==> config.mk <==
export PLATFORM = sky130hd
export DESIGN_NAME = csc_geom
export DESIGN_NICKNAME = d
export VERILOG_FILES = /design/src/design/csc_pkg.sv /design/src/design/csc_geom.sv
export SDC_FILE = /design/constraint.sdc
export NUM_CORES = 2
export LEC_CHECK = 0
export ABC_AREA = 1
export BUFFER_PORTS_ARGS = -buffer_cell sky130_fd_sc_hd__buf_4
export CORE_ASPECT_RATIO = 1.75
export CORE_MARGIN = 2
export CORE_UTILIZATION = 30
export CTS_CLUSTER_DIAMETER = 30
export DETAILED_ROUTE_END_ITERATION = 12
export GPL_TIMING_DRIVEN = 0
export PLACE_DENSITY = 0.54
export SYNTH_ARGS = -nofsm -noshare
export SYNTH_HDL_FRONTEND = slang
export SYNTH_SLANG_ARGS = --single-unit
==> constraint.sdc <==
create_clock -name clk -period 24.7 [get_ports clk]
set_clock_uncertainty 0.1 [all_clocks]
set_input_delay 2.47 -clock clk [delete_from_list [all_inputs] [get_ports clk]]
set_output_delay 2.47 -clock clk [all_outputs]
set_load 0.05 [all_outputs]
==> src/design/csc_pkg.sv <==
// Shared constants, codes and types for the circle / polygon-edge contact test.
// Used by csc_store, csc_geom and circle_segment_collision; depends on nothing.
`default_nettype none

package csc_pkg;

	localparam int FRAC_BITS    = 8;
	localparam int MAX_CLUSTERS = 16;
	localparam int MAX_NODES    = 64;

	localparam int CL_W    = $clog2(MAX_CLUSTERS);
	localparam int ND_W    = $clog2(MAX_NODES);
	localparam int CNT_W   = $clog2(MAX_NODES + 1);
	localparam int ADDR_W  = CL_W + ND_W;
	localparam int DEPTH   = MAX_CLUSTERS * MAX_NODES;

	localparam int VTX_W   = 24;
	localparam int VREC_W  = 2 * VTX_W;
	localparam int CIR_W   = 16;
	localparam int RAD_W   = 15;
	localparam int CEN_W   = CIR_W + FRAC_BITS;

	// arithmetic widths
	localparam int CRD_W   = (VTX_W > CEN_W) ? VTX_W : CEN_W;
	localparam int DIF_W   = CRD_W + 1;
	localparam int MUL_W   = DIF_W + 1;
	localparam int PRD_W   = 2 * MUL_W;
	localparam int LIMB_W  = DIF_W;
	localparam int SQ_W    = 2 * DIF_W;
	localparam int PP_W    = 2 * DIF_W + 1;
	localparam int CR_W    = 2 * DIF_W + 1;
	localparam int CRH_W   = CR_W - LIMB_W;
	localparam int DDH_W   = SQ_W - LIMB_W;
	localparam int RSQ_W   = 2 * RAD_W;
	localparam int RSQH_W  = RSQ_W - LIMB_W;
	localparam int R2_W    = RSQ_W + 2 * FRAC_BITS;
	localparam int ACC_A_W = 2 * CR_W;
	localparam int ACC_B_W = RSQ_W + SQ_W + 2 * FRAC_BITS;
	localparam int ACC_W   = ((ACC_A_W > ACC_B_W) ? ACC_A_W : ACC_B_W) + 1;

	// request codes
	localparam logic [1:0] REQ_WR_VTX  = 2'd0;
	localparam logic [1:0] REQ_SET_CNT = 2'd1;
	localparam logic [1:0] REQ_QUERY   = 2'd2;

	typedef struct packed {
		logic              en;
		logic              we;
		logic [ADDR_W-1:0] addr;
		logic [VREC_W-1:0] wdata;
	} vtx_req_t;

	typedef struct packed {
		logic             we;
		logic [CL_W-1:0]  cl;
		logic [CNT_W-1:0] val;
	} cnt_wr_t;

	typedef struct packed {
		logic                    start;
		logic signed [VTX_W-1:0] x1;
		logic signed [VTX_W-1:0] y1;
		logic signed [VTX_W-1:0] x2;
		logic signed [VTX_W-1:0] y2;
		logic signed [CIR_W-1:0] cx;
		logic signed [CIR_W-1:0] cy;
		logic [RAD_W-1:0]        r;
	} geo_req_t;

	typedef struct packed {
		logic valid;
		logic hit;
	} geo_res_t;

endpackage

`default_nettype wire

==> src/design/csc_geom.sv <==
// Exact fixed-point circle versus segment test on one shared multiply-accumulate
// unit, stepped by a small sequencer. Wide squares are built from limb products.
// Depends on csc_pkg.
`default_nettype none

module csc_geom (
	input  wire logic              clk,
	input  wire logic              arst_n,
	input  wire csc_pkg::geo_req_t req,
	output csc_pkg::geo_res_t      res
);

	localparam int STEP_W = 5;
	localparam int CMP_W  = (csc_pkg::SQ_W > csc_pkg::R2_W) ? csc_pkg::SQ_W : csc_pkg::R2_W;
	localparam int LW     = csc_pkg::LIMB_W;
	localparam int F2     = 2 * csc_pkg::FRAC_BITS;

	localparam logic [STEP_W-1:0] S_RSQ = 5'd0;
	localparam logic [STEP_W-1:0] S_CR0 = 5'd1;
	localparam logic [STEP_W-1:0] S_CR1 = 5'd2;
	localparam logic [STEP_W-1:0] S_DD0 = 5'd3;
	localparam logic [STEP_W-1:0] S_DD1 = 5'd4;
	localparam logic [STEP_W-1:0] S_PP0 = 5'd5;
	localparam logic [STEP_W-1:0] S_PP1 = 5'd6;
	localparam logic [STEP_W-1:0] S_E10 = 5'd7;
	localparam logic [STEP_W-1:0] S_E11 = 5'd8;
	localparam logic [STEP_W-1:0] S_E20 = 5'd9;
	localparam logic [STEP_W-1:0] S_E21 = 5'd10;
	localparam logic [STEP_W-1:0] S_Q0  = 5'd11;
	localparam logic [STEP_W-1:0] S_Q1  = 5'd12;
	localparam logic [STEP_W-1:0] S_Q2  = 5'd13;
	localparam logic [STEP_W-1:0] S_Q3  = 5'd14;
	localparam logic [STEP_W-1:0] S_M0  = 5'd15;
	localparam logic [STEP_W-1:0] S_M1  = 5'd16;
	localparam logic [STEP_W-1:0] S_M2  = 5'd17;
	localparam logic [STEP_W-1:0] S_M3  = 5'd18;

	typedef enum logic [2:0] {SH_0, SH_L, SH_2L, SH_F, SH_LF, SH_2LF} shift_t;
	typedef enum logic [2:0] {SV_NONE, SV_RSQ, SV_CR, SV_DD, SV_PP, SV_E1, SV_E2} save_t;

	typedef struct packed {
		logic   vld;
		logic   clr;
		logic   sub;
		shift_t sh;
		save_t  sv;
		logic   last;
	} mac_ctl_t;

	function automatic logic signed [csc_pkg::MUL_W-1:0] sx(
		input logic signed [csc_pkg::DIF_W-1:0] v);
		return csc_pkg::MUL_W'(v);
	endfunction

	function automatic logic signed [csc_pkg::MUL_W-1:0] zl(input logic [LW-1:0] v);
		return $signed({{(csc_pkg::MUL_W-LW){1'b0}}, v});
	endfunction

	// sequencer
	logic              run_q;
	logic [STEP_W-1:0] step_q;

	// operands
	logic signed [csc_pkg::DIF_W-1:0] dx_q, dy_q, fx_q, fy_q, gx_q, gy_q;
	logic [csc_pkg::RAD_W-1:0]        r_q;
	logic signed [csc_pkg::CEN_W-1:0] cx_w, cy_w;

	// saved partial results
	logic [csc_pkg::RSQ_W-1:0]        rsq_q;
	logic [csc_pkg::SQ_W-1:0]         dd_q, e1_q, e2_q;
	logic signed [csc_pkg::PP_W-1:0]  pp_q;
	logic signed [csc_pkg::CR_W-1:0]  cr_q;

	// mac pipe
	logic signed [csc_pkg::MUL_W-1:0] op_a, op_b;
	mac_ctl_t                         ctl_d, ctl_s1;
	logic signed [csc_pkg::PRD_W-1:0] prod_s1;
	logic signed [csc_pkg::ACC_W-1:0] prod_ext, shifted, base, acc_d, acc_q;
	logic                             dec_q;

	// decision
	logic [csc_pkg::R2_W-1:0] r2;
	logic dd_zero, pp_le0, dd_le_pp, near1, near2, mid_ok;

	assign cx_w = {req.cx, {csc_pkg::FRAC_BITS{1'b0}}};
	assign cy_w = {req.cy, {csc_pkg::FRAC_BITS{1'b0}}};

	always_ff @(posedge clk or negedge arst_n) begin
		if (!arst_n) begin
			run_q  <= 1'b0;
			step_q <= '0;
		end else if (req.start) begin
			run_q  <= 1'b1;
			step_q <= '0;
		end else if (run_q) begin
			step_q <= step_q + STEP_W'(1);
			if (step_q == S_M3)
				run_q <= 1'b0;
		end
	end

	always_ff @(posedge clk) begin
		if (req.start) begin
			dx_q <= csc_pkg::DIF_W'($signed(req.x2)) - csc_pkg::DIF_W'($signed(req.x1));
			dy_q <= csc_pkg::DIF_W'($signed(req.y2)) - csc_pkg::DIF_W'($signed(req.y1));
			fx_q <= csc_pkg::DIF_W'(cx_w) - csc_pkg::DIF_W'($signed(req.x1));
			fy_q <= csc_pkg::DIF_W'(cy_w) - csc_pkg::DIF_W'($signed(req.y1));
			gx_q <= csc_pkg::DIF_W'(cx_w) - csc_pkg::DIF_W'($signed(req.x2));
			gy_q <= csc_pkg::DIF_W'(cy_w) - csc_pkg::DIF_W'($signed(req.y2));
			r_q  <= req.r;
		end
	end

	// step decode: operands, shift and accumulate mode
	always_comb begin
		op_a     = '0;
		op_b     = '0;
		ctl_d    = '{vld: run_q, clr: 1'b0, sub: 1'b0, sh: SH_0, sv: SV_NONE,
			last: (step_q == S_M3)};
		case (step_q)
			S_RSQ: begin
				op_a = $signed({{(csc_pkg::MUL_W-csc_pkg::RAD_W){1'b0}}, r_q});
				op_b = op_a;
				ctl_d.clr = 1'b1;
				ctl_d.sv  = SV_RSQ;
			end
			S_CR0: begin
				op_a = sx(fx_q); op_b = sx(dy_q); ctl_d.clr = 1'b1;
			end
			S_CR1: begin
				op_a = sx(fy_q); op_b = sx(dx_q); ctl_d.sub = 1'b1; ctl_d.sv = SV_CR;
			end
			S_DD0: begin
				op_a = sx(dx_q); op_b = sx(dx_q); ctl_d.clr = 1'b1;
			end
			S_DD1: begin
				op_a = sx(dy_q); op_b = sx(dy_q); ctl_d.sv = SV_DD;
			end
			S_PP0: begin
				op_a = sx(fx_q); op_b = sx(dx_q); ctl_d.clr = 1'b1;
			end
			S_PP1: begin
				op_a = sx(fy_q); op_b = sx(dy_q); ctl_d.sv = SV_PP;
			end
			S_E10: begin
				op_a = sx(fx_q); op_b = sx(fx_q); ctl_d.clr = 1'b1;
			end
			S_E11: begin
				op_a = sx(fy_q); op_b = sx(fy_q); ctl_d.sv = SV_E1;
			end
			S_E20: begin
				op_a = sx(gx_q); op_b = sx(gx_q); ctl_d.clr = 1'b1;
			end
			S_E21: begin
				op_a = sx(gy_q); op_b = sx(gy_q); ctl_d.sv = SV_E2;
			end
			// cross^2 from a signed high limb and an unsigned low limb
			S_Q0: begin
				op_a = zl(cr_q[LW-1:0]); op_b = op_a; ctl_d.clr = 1'b1;
			end
			S_Q1, S_Q2: begin
				op_a = zl(cr_q[LW-1:0]);
				op_b = csc_pkg::MUL_W'($signed(cr_q[csc_pkg::CR_W-1:LW]));
				ctl_d.sh = SH_L;
			end
			S_Q3: begin
				op_a = csc_pkg::MUL_W'($signed(cr_q[csc_pkg::CR_W-1:LW]));
				op_b = op_a;
				ctl_d.sh = SH_2L;
			end
			// minus r^2 * |d|^2, scaled to the same fraction
			S_M0: begin
				op_a = zl(rsq_q[LW-1:0]); op_b = zl(dd_q[LW-1:0]);
				ctl_d.sub = 1'b1; ctl_d.sh = SH_F;
			end
			S_M1: begin
				op_a = zl(rsq_q[LW-1:0]);
				op_b = $signed({{(csc_pkg::MUL_W-csc_pkg::DDH_W){1'b0}},
					dd_q[csc_pkg::SQ_W-1:LW]});
				ctl_d.sub = 1'b1; ctl_d.sh = SH_LF;
			end
			S_M2: begin
				op_a = $signed({{(csc_pkg::MUL_W-csc_pkg::RSQH_W){1'b0}},
					rsq_q[csc_pkg::RSQ_W-1:LW]});
				op_b = zl(dd_q[LW-1:0]);
				ctl_d.sub = 1'b1; ctl_d.sh = SH_LF;
			end
			S_M3: begin
				op_a = $signed({{(csc_pkg::MUL_W-csc_pkg::RSQH_W){1'b0}},
					rsq_q[csc_pkg::RSQ_W-1:LW]});
				op_b = $signed({{(csc_pkg::MUL_W-csc_pkg::DDH_W){1'b0}},
					dd_q[csc_pkg::SQ_W-1:LW]});
				ctl_d.sub = 1'b1; ctl_d.sh = SH_2LF;
			end
			default: begin
				op_a = '0;
				op_b = '0;
			end
		endcase
	end

	always_ff @(posedge clk or negedge arst_n) begin
		if (!arst_n) begin
			ctl_s1 <= '{vld: 1'b0, clr: 1'b0, sub: 1'b0, sh: SH_0, sv: SV_NONE, last: 1'b0};
			dec_q  <= 1'b0;
		end else begin
			ctl_s1 <= ctl_d;
			dec_q  <= ctl_s1.vld && ctl_s1.last;
		end
	end

	always_ff @(posedge clk)
		prod_s1 <= op_a * op_b;

	assign prod_ext = csc_pkg::ACC_W'(prod_s1);

	always_comb begin
		case (ctl_s1.sh)
			SH_0:    shifted = prod_ext;
			SH_L:    shifted = prod_ext <<< LW;
			SH_2L:   shifted = prod_ext <<< (2 * LW);
			SH_F:    shifted = prod_ext <<< F2;
			SH_LF:   shifted = prod_ext <<< (LW + F2);
			SH_2LF:  shifted = prod_ext <<< (2 * LW + F2);
			default: shifted = prod_ext;
		endcase
	end

	assign base  = ctl_s1.clr ? '0 : acc_q;
	assign acc_d = ctl_s1.sub ? (base - shifted) : (base + shifted);

	always_ff @(posedge clk) begin
		if (ctl_s1.vld) begin
			acc_q <= acc_d;
			case (ctl_s1.sv)
				SV_RSQ:  rsq_q <= acc_d[csc_pkg::RSQ_W-1:0];
				SV_CR:   cr_q  <= acc_d[csc_pkg::CR_W-1:0];
				SV_DD:   dd_q  <= acc_d[csc_pkg::SQ_W-1:0];
				SV_PP:   pp_q  <= acc_d[csc_pkg::PP_W-1:0];
				SV_E1:   e1_q  <= acc_d[csc_pkg::SQ_W-1:0];
				SV_E2:   e2_q  <= acc_d[csc_pkg::SQ_W-1:0];
				default: ;
			endcase
		end
	end

	// clamp cases: zero-length or before the first end, past the second end, or in between
	assign r2       = {rsq_q, {F2{1'b0}}};
	assign dd_zero  = (dd_q == '0);
	assign pp_le0   = pp_q[csc_pkg::PP_W-1] || (pp_q == '0);
	assign dd_le_pp = ($signed({1'b0, dd_q}) <= pp_q);
	assign near1    = (CMP_W'(e1_q) <= CMP_W'(r2));
	assign near2    = (CMP_W'(e2_q) <= CMP_W'(r2));
	assign mid_ok   = acc_q[csc_pkg::ACC_W-1] || (acc_q == '0);

	assign res.valid = dec_q;
	assign res.hit   = (dd_zero || pp_le0) ? near1 : (dd_le_pp ? near2 : mid_ok);

endmodule

`default_nettype wire
==> impl.org <==
** Clock network
- Clock edge transition at the registers on the reported setup and hold paths :: 60 ps
- Post-CTS timing repair inserted 0 buffers for setup.
- Counting along the longest clock path gives a buffer depth of 3.
- Clock latency on the worst-skew pair, taken at its later pin, is 740 ps.
- For this design, the CTS-stage hold fixing added 0 buffers.
- Clock tree from TritonCTS :: done
- The number of clock buffers added by TritonCTS is 103.
- Sink count of the clock tree :: 619
- The clock tree synthesis step divided the H-tree into 3 levels.
- In this run the clock root is driven by a sky130_fd_sc_hd__clkbuf_16.
- Post-cts sizing count :: 0

** Cells and area
- Layout-stage area growth over the synthesis result :: 13.5%
- For this run, the post-layout net count is 10600.
- Once layout is complete, the utilization of the core stands at 0.343.
- Fraction of layout cells with a size suffix above 1 :: 0.0591

** Synth
- Of the total synthesized cell area, the portion taken by full adders, half adders and majority gates is 0.287.
- Synth Area in Compound Gates :: 0.0972
- Register area share after synthesis :: 0.254
- Cell type with the largest total area after synthesis :: sky130_fd_sc_hd__edfxtp_1
- Async set or reset register ratio after synthesis :: 0.0275
- Synthesized area divided by synthesized cell count :: 7.91 sq um
- Synthesized-area fraction occupied by xor and xnor cells :: 0.0436
- Ranked by total cell area, the synthesized netlist is headed by sky130_fd_sc_hd__edfxtp_1 (23%), sky130_fd_sc_hd__fa_1 (20%), sky130_fd_sc_hd__inv_1 (10%).
- After synthesis, the share of cell area in mux cells is 0.
- The commonest cells after synthesis are sky130_fd_sc_hd__inv_1 (1880), sky130_fd_sc_hd__nand2_1 (1808), sky130_fd_sc_hd__nor2_1 (1031).
- Number of enable flip-flop cells after synthesis :: 550
- Synthesized netlist cell count :: 8934
- The netlist uses 67 different library cells.
- The Yosys step of the flow raised 0 warnings.
- Number of nets produced by synthesis :: 10300
- Yosys instantiated no cell more often than sky130_fd_sc_hd__inv_1.
- The share of synthesized area in the top cell type comes to 0.234.
- In this run the cell area of the synthesized design comes to 0.0707 sq mm.
- Post-synthesis share of cell area spent on and, or, nand and nor gates :: 0.203
- Largest family of logic cells by synthesized area :: adder cells
- Counting flops and latches in the post-synthesis netlist gives 619.
- The most used flip-flop cell after synthesis is sky130_fd_sc_hd__edfxtp_1.

** STA
- At the pin with the least slew margin, the transition time is 1470 ps.
- Fin worst setup slack :: 12830 ps
- Slew HR :: 0.0107
- Static timing analysis puts the maximum clock frequency at 0.0843 GHz.
- Unrepaired setup endpoints after global routing :: no
- Setup violations remaining at the end of the flow were counted as 0.
- Sum of negative setup slack :: 0 ps
- Final number of hold-violating endpoints :: 0
- Fraction of the cycle the final worst path needs :: 0.481
- The max-slew violation count was 0.
- Minimum period implied by the final worst setup slack :: 11870 ps

** Floorplanning
- 148 I/O pins were placed.
- The die covers 0.240 sq mm.
- In this run the horizontal extent of the chip is 371 microns.
- In this run the standard cell core region covers 0.234 sq mm.
- Row generation in the floorplan step produced 235 rows.
- Die Y :: 646 microns
- Starting utilization of the core area :: 0.302

** Worst setup path
- CP max stage cell :: sky130_fd_sc_hd__clkbuf_1
- For this run, the slowest stage of the critical path takes 820 ps.
- Critical path endpoint category :: flop
- In this run the worst path has a maximum fanout of 10.
- Cell occurring most often along the worst timing path :: sky130_fd_sc_hd__inv_1
- For the worst setup path, the data required time is 25150 ps.
- Worst Path Arrival :: 12310 ps
- Startpoint type of the worst setup path :: flop
- By startpoint and endpoint, the worst setup path is classified as reg2reg.

** Drt
- Average wire per cell in the routed design :: 27.1 microns
- For this run, design rule violations remaining after detail routing come to 0.
- Number of detailed-route iterations in the first pass :: 6
- Summed over all layers, the routed wires come to 336 mm.
- Via count of the routed design :: 63900
- In this run the remaining antenna-violating nets after routing total 0.
- Initial drt markers :: 4995
- Drt via density :: 5.15

** Placement
- Detailed placer's ending HPWL :: 288 mm
- At the placement stage, the worst setup path has a slack of 13200 ps.
- The congestion estimate from routability-driven global placement came to 1.04.
- Input and output buffers added on the ports amount to 147.

** Run status
- The checks that failed: capacitance limit.
- The flow ran to the end, but the final reports show violations.

** GRT
- Pin count of the biggest net entering global routing :: 113
- The initial antenna violation count is 12.
- Via count of the first global-routing pass :: 67200
- Total congestion overflow after global routing :: 0
- For this run, the total global-route usage over all layers was measured as 0.278.
- First-pass GRT wire length :: 471 mm

** Flow run
- Maximum capacitance violations :: 2

** Worst hold path
- The tightest min-delay check is of the reg2reg type.
==> per-layer routing <==
metal	share of wire	global-route usage	up-vias
met5	0.00016	0	-
met4	0.12	0.271	8
met3	0.049	0.0359	1022
met2	0.51	0.506	2573
met1	0.32	0.266	31400
li1	-	-	28900
==> through the flow <==
stage	area [sq um]	std cells	hold slack, ps
floorplan	70700	8934	309
global placement	75600	12200	365
detailed placement	76400	12200	373
CTS	80100	12400	387
global route	80200	12400	406
finish	80200	12400	387
==> registers in the layout (all words and copies together) (netlist names), 15 cells and up <==
signal	cells
prod_s1	52
fy_q	25
fx_q	25
rsq_q	30
dy_q	25
cr_q	51
gy_q	25
e1_q	50
acc_q	103
e2_q	50
gx_q	25
dx_q	25
pp_q	51
dd_q	50
r_q	15
==> critical path: cells and delay by family (launching register included) <==
kind	cells	cell delay, ps
xor+xnor	1	290
buf+inv	11	2640
fa+ha+maj	9	4450
flops	1	400
simple gates	13	2840
compound gates	2	880
==> layout by cell type (no fill, tap or decap), types with 18 or more instances in the layout <==
master | Yosys | layout
sky130_fd_sc_hd__buf_2 | 66 | 68
sky130_fd_sc_hd__fa_1 | 713 | 713
sky130_fd_sc_hd__dfxtp_1 | 52 | 52
sky130_fd_sc_hd__buf_4 | 9 | 155
sky130_fd_sc_hd__ha_1 | 480 | 480
sky130_fd_sc_hd__a221oi_1 | 38 | 38
sky130_fd_sc_hd__clkinv_1 | 12 | 19
sky130_fd_sc_hd__nor3_1 | 53 | 48
sky130_fd_sc_hd__nor4_1 | 71 | 71
sky130_fd_sc_hd__inv_2 | 20 | 20
sky130_fd_sc_hd__a21oi_1 | 483 | 483
sky130_fd_sc_hd__a31oi_1 | 43 | 43
sky130_fd_sc_hd__nand4_1 | 147 | 147
sky130_fd_sc_hd__inv_1 | 1880 | 1880
sky130_fd_sc_hd__clkbuf_1 | 116 | 118
sky130_fd_sc_hd__o21bai_1 | 30 | 30
sky130_fd_sc_hd__nor2_1 | 1031 | 1026
sky130_fd_sc_hd__xnor2_1 | 120 | 109
sky130_fd_sc_hd__xor2_1 | 232 | 220
sky130_fd_sc_hd__nand3_1 | 262 | 262
sky130_fd_sc_hd__clkbuf_16 | 0 | 105
sky130_fd_sc_hd__edfxtp_1 | 550 | 550
sky130_fd_sc_hd__o21ai_0 | 318 | 318
sky130_fd_sc_hd__o22ai_1 | 59 | 59
sky130_fd_sc_hd__a21o_1 | 27 | 27
sky130_fd_sc_hd__nand2_1 | 1808 | 1808
sky130_fd_sc_hd__inv_6 | 1 | 18
sky130_fd_sc_hd__a22o_1 | 23 | 23
sky130_fd_sc_hd__and3_1 | 20 | 20
sky130_fd_sc_hd__o21ai_1 | 37 | 37
==> area by class of cell <==
type	count	area, sq um
Clock buffer	109	2660
Tap cell	3081	3850
Timing Repair Buffer	184	1660
Multi-Input combinational cell	6197	44800
Sequential cell	619	18000
Inverter	1913	7190
Buffer	205	908
Fill cell	25200	154000
Clock inverter	85	1050
Antenna cell	7	17.5
==> worst paths after layout <==
kind / to / depth (start not counted) / slack (ps) / start
hold / removal: dec_q$_DFF_PN0_ / 2 / 390 / ctl_s1[0]$_DFF_PN0_
setup / recovery: prod_s1[37]$_DFF_P_ / 36 / 12830 / step_q[0]$_DFFE_PN0P_
setup reg to reg: prod_s1[37]$_DFF_P_ / 36 / 12830 / step_q[0]$_DFFE_PN0P_
max in group asynchronous: ctl_s1[7]$_DFF_PN0_ / 1 / 22700 / arst_n
min in group asynchronous: dec_q$_DFF_PN0_ / 1 / 1500 / arst_n
hold reg to reg: dec_q$_DFF_PN0_ / 2 / 390 / ctl_s1[0]$_DFF_PN0_
==> cell families (layout without fill, tap and decap cells) <==
| logic type | count (synthesis) | after routing |
|---|---|---|
| compound gates | 1186 | 1186 |
| xor+xnor | 352 | 352 |
| fa+ha+maj | 1193 | 1193 |
| buf+inv | 2118 | 2496 |
| flops | 619 | 619 |
| other cells | 0 | 7 |
| simple gates | 3466 | 3466 |
Power is not shown: default switching activity piles up to over one toggle a cycle in this logic, so the estimate is an artifact.
